$ cat config.mk
export PLATFORM = sky130hd
export DESIGN_NAME = connection_tuple_lookup_table_flat
export DESIGN_NICKNAME = d
export VERILOG_FILES = /design/src/ctlt_pkg.sv /design/src/ctlt_if.sv /design/src/connection_tuple_lookup_table.sv /design/src/ctlt_cell.sv /design/src/flat_wrapper.sv
export VERILOG_INCLUDE_DIRS = /design/src /design/src/src
export SDC_FILE = /design/constraint.sdc
export NUM_CORES = 2
export LEC_CHECK = 0
export ABC_AREA = 1
export BUFFER_PORTS_ARGS = -buffer_cell sky130_fd_sc_hd__buf_4
export CORE_MARGIN = 1.5
export CORE_UTILIZATION = 50
export CTS_BUF_LIST = sky130_fd_sc_hd__clkbuf_16
export DETAILED_ROUTE_END_ITERATION = 8
export PLACE_DENSITY = 0.66
export SETUP_SLACK_MARGIN = 0.2
export SYNTH_ARGS = -nofsm -noshare
export SYNTH_HDL_FRONTEND = slang
export SYNTH_SLANG_ARGS = --single-unit
$ cat constraint.sdc
create_clock -name clock -period 87.4 [get_ports clock]
set_clock_uncertainty 0.05 [all_clocks]
set_input_delay 13.11 -clock clock [delete_from_list [all_inputs] [get_ports clock]]
set_output_delay 13.11 -clock clock [all_outputs]
set_load 0.1 [all_outputs]
$ cat src/connection_tuple_lookup_table_defines.svh
// Assertion macros shared by the connection tuple lookup table RTL.
// Included by any module that carries concurrent assertions; no other dependencies.
`ifndef CONNECTION_TUPLE_LOOKUP_TABLE_DEFINES_SVH
`define CONNECTION_TUPLE_LOOKUP_TABLE_DEFINES_SVH

// Same-cycle implication, disabled while reset is high.
`define CTLT_ASSERT_NOW(label, clk, rst, ante, cons) \
   label: assert property (@(posedge clk) disable iff (rst) (ante) |-> (cons)) \
      else $error("ctlt assertion failed");

// Next-cycle implication, disabled while reset is high.
`define CTLT_ASSERT_NEXT(label, clk, rst, ante, cons) \
   label: assert property (@(posedge clk) disable iff (rst) (ante) |=> (cons)) \
      else $error("ctlt assertion failed");

`endif

$ cat src/ctlt_pkg.sv
// Package for the connection tuple lookup table: constants, operation codes,
// the tuple type and the token that travels down the cell chain. No dependencies.
package ctlt_pkg;

   localparam int ENTRIES_DEF = 16;
   // Slot numbers inside the chain are carried at the width of the largest table.
   localparam int SLOT_W      = 8;
   localparam int KIND_W      = 2;
   localparam int IDX_W       = 4;
   localparam int RSP_SLOT_W  = 4;

   localparam logic [KIND_W-1:0] KIND_INSERT = 2'd0;
   localparam logic [KIND_W-1:0] KIND_REMOVE = 2'd1;
   localparam logic [KIND_W-1:0] KIND_LOOKUP = 2'd2;

   typedef struct packed {
      logic [31:0] laddr;
      logic [15:0] lport;
      logic [31:0] raddr;
      logic [15:0] rport;
   } tuple_type;

   // One request in flight, plus what the cells passed so far have found.
   typedef struct packed {
      logic              active;
      logic [KIND_W-1:0] kind;
      tuple_type         query;
      logic [IDX_W-1:0]  slot_index;
      logic              ex_found;
      logic [SLOT_W-1:0] ex_slot;
      logic              wc_found;
      logic [SLOT_W-1:0] wc_slot;
      logic              ins_done;
      logic [SLOT_W-1:0] ins_slot;
   } token_type;

endpackage

$ cat src/ctlt_if.sv
// Valid/ready channel interfaces for the request and response beats.
// Depends on nothing; payload widths follow the block's field widths.
interface ctlt_req_if;
   logic        valid;
   logic        ready;
   logic [1:0]  kind;
   logic [31:0] local_addr;
   logic [15:0] local_port;
   logic [31:0] remote_addr;
   logic [15:0] remote_port;
   logic [3:0]  slot_index;

   modport source (output valid, kind, local_addr, local_port, remote_addr,
                   remote_port, slot_index, input ready);
   modport sink   (input valid, kind, local_addr, local_port, remote_addr,
                   remote_port, slot_index, output ready);
endinterface

interface ctlt_rsp_if;
   logic       valid;
   logic       ready;
   logic       hit;
   logic [3:0] slot;
   logic       exact;
   logic       full_res;

   modport source (output valid, hit, slot, exact, full_res, input ready);
   modport sink   (input valid, hit, slot, exact, full_res, output ready);
endinterface

$ cat src/connection_tuple_lookup_table.sv
// Connection tuple lookup table: a chain of ENTRIES slot cells that a request token walks.
// A request passes the head register, each cell's token register and the output register;
// one request walks the chain at a time, and the chain holds while the output is stalled;
// the next request is taken once the previous one has left the chain for the output register.
// Reset (synchronous, active high) clears every valid mark at once; stored tuples are kept.
// Depends on ctlt_pkg, ctlt_if, ctlt_cell and connection_tuple_lookup_table_defines.svh.
`include "connection_tuple_lookup_table_defines.svh"

module connection_tuple_lookup_table #(
   parameter int ENTRIES = ctlt_pkg::ENTRIES_DEF
) (
   input logic        clock,
   input logic        reset,
   ctlt_req_if.sink   req_chan,
   ctlt_rsp_if.source rsp_chan
);

   // link[k] feeds cell k; link[ENTRIES] is the token leaving the last cell.
   ctlt_pkg::token_type link [ENTRIES+1];
   ctlt_pkg::token_type head_ff;
   ctlt_pkg::token_type last_tok;
   logic [ENTRIES:0]    act_vec;

   logic in_chain_ff;
   logic in_chain_in;
   logic req_take;
   logic advance;
   logic finish;

   logic                              rsp_valid_ff;
   logic                              rsp_valid_in;
   logic                              rsp_hit_ff;
   logic                              rsp_hit_in;
   logic [ctlt_pkg::RSP_SLOT_W-1:0]   rsp_slot_ff;
   logic [ctlt_pkg::RSP_SLOT_W-1:0]   rsp_slot_in;
   logic                              rsp_exact_ff;
   logic                              rsp_exact_in;
   logic                              rsp_full_ff;
   logic                              rsp_full_in;

   // Only one request lives in the chain at a time, so the request side is open
   // whenever the chain is empty, even while a finished response beat still waits.
   // It stays closed while reset is high so that no beat is taken and then dropped.
   assign req_chan.ready = !in_chain_ff && !reset;
   assign req_take       = req_chan.valid && req_chan.ready;

   // The whole chain holds when the finished token cannot move into a busy output.
   assign last_tok = link[ENTRIES];
   assign advance  = !(last_tok.active && rsp_valid_ff && !rsp_chan.ready);
   assign finish   = last_tok.active && advance;

   assign link[0] = head_ff;

   // Head register: the accepted request, packed into a fresh token.
   always_ff @(posedge clock) begin
      if (reset) begin
         head_ff.active <= 1'b0;
      end else if (req_take) begin
         head_ff.active           <= 1'b1;
         head_ff.kind             <= req_chan.kind;
         head_ff.query.laddr      <= req_chan.local_addr;
         head_ff.query.lport      <= req_chan.local_port;
         head_ff.query.raddr      <= req_chan.remote_addr;
         head_ff.query.rport      <= req_chan.remote_port;
         head_ff.slot_index       <= req_chan.slot_index;
         head_ff.ex_found         <= 1'b0;
         head_ff.ex_slot          <= '0;
         head_ff.wc_found         <= 1'b0;
         head_ff.wc_slot          <= '0;
         head_ff.ins_done         <= 1'b0;
         head_ff.ins_slot         <= '0;
      end else if (advance) begin
         head_ff.active <= 1'b0;
      end
   end

   genvar gi;
   generate
      for (gi = 0; gi < ENTRIES; gi++) begin : g_cell
         ctlt_cell #(
            .CELL_ID(gi)
         ) u_cell (
            .clock  (clock),
            .reset  (reset),
            .advance(advance),
            .tok_in (link[gi]),
            .tok_out(link[gi+1])
         );
      end
      for (gi = 0; gi <= ENTRIES; gi++) begin : g_act
         assign act_vec[gi] = link[gi].active;
      end
   endgenerate

   // Result formation from the token that has passed every slot. An exact hit
   // anywhere beats a wildcard hit in a lower slot; within each, the lowest slot wins.
   always_comb begin
      rsp_hit_in   = 1'b0;
      rsp_slot_in  = '0;
      rsp_exact_in = 1'b0;
      rsp_full_in  = 1'b0;
      case (last_tok.kind)
         ctlt_pkg::KIND_INSERT: begin
            rsp_hit_in  = last_tok.ins_done;
            rsp_full_in = !last_tok.ins_done;
            if (last_tok.ins_done) begin
               rsp_slot_in = (ctlt_pkg::RSP_SLOT_W)'(last_tok.ins_slot);
            end
         end
         ctlt_pkg::KIND_REMOVE: begin
            rsp_slot_in = (ctlt_pkg::RSP_SLOT_W)'(last_tok.slot_index);
         end
         ctlt_pkg::KIND_LOOKUP: begin
            if (last_tok.ex_found) begin
               rsp_hit_in   = 1'b1;
               rsp_exact_in = 1'b1;
               rsp_slot_in  = (ctlt_pkg::RSP_SLOT_W)'(last_tok.ex_slot);
            end else if (last_tok.wc_found) begin
               rsp_hit_in  = 1'b1;
               rsp_slot_in = (ctlt_pkg::RSP_SLOT_W)'(last_tok.wc_slot);
            end
         end
         default: begin
            rsp_hit_in = 1'b0;
         end
      endcase

      in_chain_in = in_chain_ff;
      if (req_take) begin
         in_chain_in = 1'b1;
      end else if (finish) begin
         in_chain_in = 1'b0;
      end

      rsp_valid_in = rsp_valid_ff;
      if (finish) begin
         rsp_valid_in = 1'b1;
      end else if (rsp_chan.ready) begin
         rsp_valid_in = 1'b0;
      end
   end

   always_ff @(posedge clock) begin
      if (reset) begin
         in_chain_ff  <= 1'b0;
         rsp_valid_ff <= 1'b0;
      end else begin
         in_chain_ff  <= in_chain_in;
         rsp_valid_ff <= rsp_valid_in;
      end
   end

   always_ff @(posedge clock) begin
      if (finish) begin
         rsp_hit_ff   <= rsp_hit_in;
         rsp_slot_ff  <= rsp_slot_in;
         rsp_exact_ff <= rsp_exact_in;
         rsp_full_ff  <= rsp_full_in;
      end
   end

   assign rsp_chan.valid    = rsp_valid_ff;
   assign rsp_chan.hit      = rsp_hit_ff;
   assign rsp_chan.slot     = rsp_slot_ff;
   assign rsp_chan.exact    = rsp_exact_ff;
   assign rsp_chan.full_res = rsp_full_ff;

   // At most one token is alive anywhere along the chain.
   `CTLT_ASSERT_NOW(a_single_token, clock, reset, 1'b1, $onehot0(act_vec))
   // A token is alive exactly while the chain is marked busy.
   `CTLT_ASSERT_NOW(a_busy_tracks_token, clock, reset, 1'b1, in_chain_ff == (|act_vec))
   // A taken request shows up in the head register on the next edge.
   `CTLT_ASSERT_NEXT(a_take_loads_head, clock, reset, req_take, head_ff.active)
   // An exact match is always a hit, and a full table is never a hit.
   `CTLT_ASSERT_NOW(a_rsp_consistent, clock, reset, rsp_valid_ff,
                    (!rsp_exact_ff || rsp_hit_ff) && !(rsp_hit_ff && rsp_full_ff))

endmodule

$ cat src/ctlt_cell.sv
// One table slot: valid mark, stored tuple and a token register toward the next cell.
// Depends on ctlt_pkg.
module ctlt_cell #(
   parameter int CELL_ID = 0
) (
   input  logic                clock,
   input  logic                reset,
   input  logic                advance,
   input  ctlt_pkg::token_type tok_in,
   output ctlt_pkg::token_type tok_out
);

   localparam logic [ctlt_pkg::SLOT_W-1:0] MY_SLOT = (ctlt_pkg::SLOT_W)'(CELL_ID);

   logic                valid_ff;
   logic                valid_in;
   ctlt_pkg::tuple_type tuple_ff;
   ctlt_pkg::token_type token_ff;
   ctlt_pkg::token_type token_in;
   logic                exact_match;
   logic                wild_match;
   logic                do_insert;
   logic                do_remove;

   always_comb begin
      exact_match = valid_ff && (tuple_ff == tok_in.query);
      wild_match  = valid_ff && (tuple_ff.lport == tok_in.query.lport) &&
                    ((tuple_ff.laddr == 32'd0) || (tuple_ff.laddr == tok_in.query.laddr));
      do_insert   = tok_in.active && (tok_in.kind == ctlt_pkg::KIND_INSERT) &&
                    !tok_in.ins_done && !valid_ff;
      do_remove   = tok_in.active && (tok_in.kind == ctlt_pkg::KIND_REMOVE) &&
                    ((ctlt_pkg::SLOT_W)'(tok_in.slot_index) == MY_SLOT);

      token_in = tok_in;
      if (tok_in.kind == ctlt_pkg::KIND_LOOKUP) begin
         if (exact_match && !tok_in.ex_found) begin
            token_in.ex_found = 1'b1;
            token_in.ex_slot  = MY_SLOT;
         end
         if (wild_match && !tok_in.wc_found) begin
            token_in.wc_found = 1'b1;
            token_in.wc_slot  = MY_SLOT;
         end
      end
      if (do_insert) begin
         token_in.ins_done = 1'b1;
         token_in.ins_slot = MY_SLOT;
      end

      valid_in = valid_ff;
      if (do_insert) begin
         valid_in = 1'b1;
      end else if (do_remove) begin
         valid_in = 1'b0;
      end
   end

   always_ff @(posedge clock) begin
      if (reset) begin
         valid_ff        <= 1'b0;
         token_ff.active <= 1'b0;
      end else if (advance) begin
         valid_ff <= valid_in;
         token_ff <= token_in;
      end
   end

   always_ff @(posedge clock) begin
      if (advance && do_insert) begin
         tuple_ff <= tok_in.query;
      end
   end

   assign tok_out = token_ff;

endmodule

$ cat src/flat_wrapper.sv
// flat-port wrapper written by rule: the top's interface ports become plain ports
module connection_tuple_lookup_table_flat 
#(
   parameter int ENTRIES = ctlt_pkg::ENTRIES_DEF
)
  (clock, reset, req_chan_valid, req_chan_kind, req_chan_local_addr, req_chan_local_port, req_chan_remote_addr, req_chan_remote_port, req_chan_slot_index, req_chan_ready, rsp_chan_valid, rsp_chan_hit, rsp_chan_slot, rsp_chan_exact, rsp_chan_full_res, rsp_chan_ready);
  ctlt_req_if req_chan_i ();
  ctlt_rsp_if rsp_chan_i ();
  input logic clock;
  input logic reset;
  input wire logic [$bits(req_chan_i.valid)-1:0] req_chan_valid;
  input wire logic [$bits(req_chan_i.kind)-1:0] req_chan_kind;
  input wire logic [$bits(req_chan_i.local_addr)-1:0] req_chan_local_addr;
  input wire logic [$bits(req_chan_i.local_port)-1:0] req_chan_local_port;
  input wire logic [$bits(req_chan_i.remote_addr)-1:0] req_chan_remote_addr;
  input wire logic [$bits(req_chan_i.remote_port)-1:0] req_chan_remote_port;
  input wire logic [$bits(req_chan_i.slot_index)-1:0] req_chan_slot_index;
  output wire logic [$bits(req_chan_i.ready)-1:0] req_chan_ready;
  output wire logic [$bits(rsp_chan_i.valid)-1:0] rsp_chan_valid;
  output wire logic [$bits(rsp_chan_i.hit)-1:0] rsp_chan_hit;
  output wire logic [$bits(rsp_chan_i.slot)-1:0] rsp_chan_slot;
  output wire logic [$bits(rsp_chan_i.exact)-1:0] rsp_chan_exact;
  output wire logic [$bits(rsp_chan_i.full_res)-1:0] rsp_chan_full_res;
  input wire logic [$bits(rsp_chan_i.ready)-1:0] rsp_chan_ready;
  assign req_chan_i.valid = req_chan_valid;
  assign req_chan_i.kind = req_chan_kind;
  assign req_chan_i.local_addr = req_chan_local_addr;
  assign req_chan_i.local_port = req_chan_local_port;
  assign req_chan_i.remote_addr = req_chan_remote_addr;
  assign req_chan_i.remote_port = req_chan_remote_port;
  assign req_chan_i.slot_index = req_chan_slot_index;
  assign req_chan_ready = req_chan_i.ready;
  assign rsp_chan_valid = rsp_chan_i.valid;
  assign rsp_chan_hit = rsp_chan_i.hit;
  assign rsp_chan_slot = rsp_chan_i.slot;
  assign rsp_chan_exact = rsp_chan_i.exact;
  assign rsp_chan_full_res = rsp_chan_i.full_res;
  assign rsp_chan_i.ready = rsp_chan_ready;
  connection_tuple_lookup_table #(.ENTRIES(ENTRIES)) u_core (.clock(clock), .reset(reset), .req_chan(req_chan_i), .rsp_chan(rsp_chan_i));
endmodule
# Word level (Yosys, flattened, before mapping)
# Index checks and enable logic that the tools add are counted.
[op_classes] n_addsub=0 mul=0 div_mod_pow=0 magnitude_cmp=0 eq_ne=98 n_shift=0 mux=93 n_bitwise=2 reduce_logical=330
[op_table] op="$eq A96 B96 Y1" count=16
[op_table] op="$eq A32 B32 Y1" count=16
[op_table] op="$logic_not A32 Y1" count=16
[op_table] op="$mux W9" count=32
[op_table] op="$mux W18" count=15
[op_table] op="$eq A16 B16 Y1" count=16
[op_table] op="$logic_and A1 B1 Y1" count=178
[op_table] op="$logic_not A1 Y1" count=66
[op_table] op="$mux W1" count=41
[op_table] op="$reduce_and A2 Y1" count=18
[op_table] op="$reduce_bool A2 Y1" count=18
[op_table] op="$eq A2 B1 Y1 const B" count=17
[op_table] op="$eq A2 B2 Y1 const B" count=17
[op_table] op="$logic_not A2 Y1" count=17
[op_table] op="$eq A4 B4 Y1 const B" count=8
[op_table] op="$eq A4 B3 Y1 const B" count=4
[op_table] op="$logic_or A1 B1 Y1" count=16
[op_table] op="$mux W4" count=3
[op_table] op="$pmux W4 S3" count=1
[op_table] op="$eq A4 B2 Y1 const B" count=2
[op_table] op="$eq A4 B1 Y1 const B" count=1
[op_table] op="$logic_not A4 Y1" count=1
[op_table] op="$ne A2 B1 Y1 const B" count=1
[op_table] op="$not A1 Y1" count=2
[op_table] op="$pmux W1 S2" count=1
[totals] regBits=3561 latchBits=0 ram_bits=0 mem_bits_ro=0 inputBits=106 output_inout_bits=9 n_memories=0

# Logic depth before layout (Yosys ltp)
[depth] depth_word=6 ltp_mapped=13 mapped_depth_nobuf=13

# Hierarchy
# A second synthesis with hierarchy kept.
[hier_totals] cells_unflattened=12081 hier_area_um2=147753.0
[by_module_without_submodules] module="ctlt_cell (u_core.g_cell[10].u_cell ...)" instances=6 cells_per_inst=744 area_each_um2=9007.4 seq_area_each_um2=6796.5
[by_module_without_submodules] module="ctlt_cell (u_core.g_cell[1].u_cell ...)" instances=4 cells_per_inst=745 area_each_um2=9012.4 seq_area_each_um2=6796.5
[by_module_without_submodules] module="ctlt_cell (u_core.g_cell[11].u_cell ...)" instances=4 cells_per_inst=743 area_each_um2=9001.1 seq_area_each_um2=6796.5
[by_module_without_submodules] module="ctlt_cell (u_core.g_cell[0].u_cell)" instances=1 cells_per_inst=744 area_each_um2=9039.9 seq_area_each_um2=6796.5
[by_module_without_submodules] module="ctlt_cell (u_core.g_cell[15].u_cell)" instances=1 cells_per_inst=741 area_each_um2=8999.9 seq_area_each_um2=6796.5
[by_module_without_submodules] module="connection_tuple_lookup_table" instances=1 cells_per_inst=180 area_each_um2=3614.7 seq_area_each_um2=3333.2

# Least setup slack after synthesis
# Ideal clock, no wire load.
[synth_path] path_type="input port to flip-flop" from="input port rsp_chan_ready" to="register u_core.g_cell[0].u_cell.token_ff (netlist bit u_core.g_cell[0].u_cell.tok_out[100]) (enable)" setup_time_ns=3.888 arrival_time_ns=85.331 slack_ns=-1.869 path_stages=6 path_cell_list="inv_1 > nand2_1 > nor2_1 > buf_2 > buf_4 > nor2_1"
[synth_via] elab_chain_len=4
[synth_lines] item="start, declared" line="flat_wrapper.sv:24" text="input wire logic [$bits(rsp_chan_i.ready)-1:0] rsp_chan_ready;"
[synth_lines] item="$logic_not A1 Y1" line="connection_tuple_lookup_table.sv:49" text="assign advance = !(last_tok.active && rsp_valid_ff && !rsp_chan.ready);"
[synth_lines] item="$logic_and A1 B1 Y1" line="connection_tuple_lookup_table.sv:49"
[synth_lines] item="$not A1 Y1 (no line)"
[synth_lines] item="$reduce_and A2 Y1 (no line)"
[synth_lines] item="end signal, assigned" line="ctlt_cell.sv:64" text="token_ff <= token_in;"
[synth_lines] item="end, declared" line="ctlt_cell.sv:18" text="ctlt_pkg::token_type token_ff;"
# Every way passes these cells.
# A chain may end at the register's enable or synchronous reset.

# Worst setup path after layout
[layout_path] from="input port reset" to="output port req_chan_ready"
[layout_via] elab_chain_len=2
[layout_lines] item="start, declared" line="flat_wrapper.sv:10" text="input logic reset;"
[layout_lines] item="$logic_not A1 Y1" line="connection_tuple_lookup_table.sv:44" text="assign req_chan.ready = !in_chain_ff && !reset;"
[layout_lines] item="$logic_and A1 B1 Y1" line="connection_tuple_lookup_table.sv:44"
[layout_lines] item="end, declared" line="flat_wrapper.sv:18" text="output wire logic [$bits(req_chan_i.ready)-1:0] req_chan_ready;"
# Every way passes these cells.

==> key figures <==
Run status
  • Status: completed

Routing
  • First-pass detailed-route iteration total: 8
  • Total wire length: 218000 µm
  • WL/cell: 15.6 µm
  • Vias: 66.5k
  • DR iter-0 viols: 4165
  • DR vias/cell: 4.76
  • DR DRC count: 0
  • Final ANT Viol Nets: 0

Die
  • IO Pins: 115
  • Core area: 0.262 mm²
  • Row cnt: 188
  • Die area: 0.266 mm²
  • Die height: 516 µm
  • Die width: 516 µm
  • Initial Util: 50.2%

Finish
  • P&R area growth vs syn: 12.9%
  • Fillers: 20.1k
  • Share of cells above drive strength 1: 7.33%
  • Final Instance Count excl. Fillers: 14.0k
  • Layout net count: 10.3k

Clock network
  • H-tree depth: 5
  • Clock-pin transition on the worst setup and hold timing paths: 0.06 ns
  • Root buf cell: clkbuf_16
  • PostCTS Resize Cnt: 0
  • Worst-Skew Late Latency: 0.94 ns
  • CTS tree: built
  • Hold-fix buffers, CTS: 0
  • CTS Buf Count: 353
  • CTS Buffer Depth: 4
  • Clk sinks: 3411
  • Post-CTS Setup Bufs: 0

Timing
  • Final setup fails: 0
  • Slew @ Worst Pin: 1.18 ns
  • Slew HR: 21.0%
  • Min Clock Period, post-route: 26.94 ns
  • Period utilization: 30.8%
  • Slew Limit Fails: 0
  • Setup WS post-layout: 60.46 ns
  • Max Freq: 37.1 MHz
  • Setup TNS: 0 ns
  • Final Hold Viols: 0
  • RSZ-0062 raised after global routing: no

Critical path
  • Slowest cell on the critical path: buf_4
  • Family with the most delay on the worst path: buffers and inverters
  • Worst endpoint required time: 74.24 ns
  • Maximum fanout along the worst path: 3
  • R2R setup slack: 80.46 ns
  • WP data arrival: 13.78 ns
  • Crit path buffers/inverters: 2
  • Crit-path max cell delay: 0.34 ns
  • Cell Chain, Critical Path: buf_4 > nor2_1 > buf_4
  • Most used cell, CP: buf_4
  • Crit Path Category: primary input to primary output
  • Worst Setup Start Kind: primary input
  • CP endpoint kind: primary output

GRT
  • Largest net degree at the start of global routing: 194
  • Congestion Overflow GR: 0
  • Vias in the first global route: 66.5k
  • Antenna violations before repair: 2
  • Global-route wire length before repair: 344000 µm
  • Tot GR Track Use: 16.3%

Flow run
  • Max-cap violations: 0

Logic synthesis
  • Yosys reg bits: 3411
  • Post-synth top area share: 77.1%
  • Synth Cell Area: 0.132 mm²
  • Syn_area_per_cell: 13.6 µm²
  • Library cells used by synthesis: 44
  • Register area share after synthesis: 77.6%
  • Most frequent cell after synthesis: edfxtp_1
  • Syn nets: 9794
  • Number of synthesized flops with an enable pin: 3376
  • Asr flop ratio synth: 0%
  • Top FF cell, synth: edfxtp_1
  • Dominant cells by area after synthesis: edfxtp_1, nand2_1, xnor2_1
  • Commonest cells post-synth: edfxtp_1, nand2_1, inv_1, nor2_1, xnor2_1
  • Mapped Cells: 9688
  • YS warnings: 0
  • Top cell type by total area after synthesis: edfxtp_1

Place
  • Gpl congestion: 0.902
  • Setup WS pre-CTS: 60.40 ns
  • Placed wire-length estimate: 157000 µm
  • PortBufs: 114
  • Placed cell count: 13.3k

Pwr
  • Pwr dens: 23.0 mW/mm²
  • Peak VDD IR: 0.0207 mV
  • P_leak: 0.0556 µW
  • Tot Pwr: 3410 µW

Worst hold path
  • Hold crit path type: flip-flop to flip-flop
-- registers in the layout, indices dropped and copies added, names as in the netlist --
name / count
u_core.act_vec: 1
u_core.g_cell.u_cell.tok_out: 1747
u_core.g_cell.u_cell.tuple_ff: 1536
u_core.g_cell.u_cell.valid_ff: 16
u_core.head_ff: 102
u_core.in_chain_ff: 1
u_core.rsp_chan.exact: 1
u_core.rsp_chan.full_res: 1
u_core.rsp_chan.hit: 1
u_core.rsp_chan.slot: 4
u_core.rsp_chan.valid: 1
-- per-stage QoR --
| stage | hold WS, ns | util (%) | cell area [µm²] |
|---|---|---|---|
| after detailed placement | 0.386 | 52.4 | 137000 |
| after global routing | 0.404 | 56.7 | 148000 |
| after global placement | 0.382 | 52.4 | 137000 |
| final | 0.392 | 56.7 | 148000 |
| after CTS | 0.384 | 56.7 | 148000 |
| after floorplan | 0.368 | - | 132000 |
-- final cells by class --
| type | instances | area (µm²) | share of cell area, % |
|---|---|---|---|
| Sequential cell | 3411 | 102000 | 68.8 |
| Multi-Input combinational cell | 4889 | 24400 | 16.4 |
| Clock buffer | 360 | 9010 | 6.07 |
| Inverter | 1376 | 5170 | 3.48 |
| Tap cell | 3515 | 4400 | 2.96 |
| Clock inverter | 261 | 2240 | 1.51 |
| Timing Repair Buffer | 154 | 1190 | 0.804 |
| Antenna cell | 1 | 2.50 | 0.00169 |
-- power breakdown --
part / switching, µW / internal [µW] / leakage (µW)
Sequential: 44.9 / 1860 / 0.0321
Clock: 580 / 857 / 0.00569
Combinational: 45.8 / 30.0 / 0.0178
-- layout by cell type, fill, tap and decap left out, drive strengths merged --
cell type / count
a211oi: 7
a21oi: 55
a221oi: 2
a22o: 6
and2: 2
and3: 6
buf: 154
bufinv: 38
clkbuf: 360
clkinv: 145
clkinvlp: 21
dfxtp: 35
diode: 1
edfxtp: 3376
inv: 1433
nand2: 2332
nand3: 103
nand3b: 5
nand4: 81
nor2: 971
nor2b: 1
nor3: 47
nor3b: 4
nor4: 137
o2111ai: 5
o211ai: 2
o21ai: 129
o21bai: 12
o22ai: 38
o2bb2ai: 5
o31ai: 4
o41ai: 3
or2: 69
xnor2: 735
xor2: 128
-- final timing paths --
check / from / to / depth (start not counted)
setup / recovery: reset / req_chan_ready / 3
hold / removal: u_core.g_cell[14].u_cell.tok_out[70] / u_core.g_cell[15].u_cell.tuple_ff[39] / 0
setup reg to reg: u_core.rsp_chan.valid / u_core.g_cell[1].u_cell.tok_out[68] / 11
hold reg to reg: u_core.g_cell[14].u_cell.tok_out[70] / u_core.g_cell[15].u_cell.tuple_ff[39] / 0
-- metal layers --
layer  wire length, µm  vias up  global-route usage, %
met5                 0        -                      0
met4             10800        0                   8.18
met3              6490      529                   2.31
met2            110000     1081                   29.0
met1             91400    31379                   19.4
li1                  -    33498                      -
-- worst register-to-register path: cells and delay by family, from the launching register on --
kind,cells,cell delay [ns]
buffers and inverters,8,5.70
AND/OR/NAND/NOR,3,0.34
flip-flops,1,0.31
-- logic make-up after synthesis --
| family | share of synthesized area (%) |
|---|---|
| and+or+nand+nor | 11.5 |
| buffers and inverters | 3.97 |
| DFF | 77.6 |
| AOI/OAI and AO/OA | 1.16 |
| xor gates and xnor gates | 5.75 |
(Power assumes the default switching activity.)
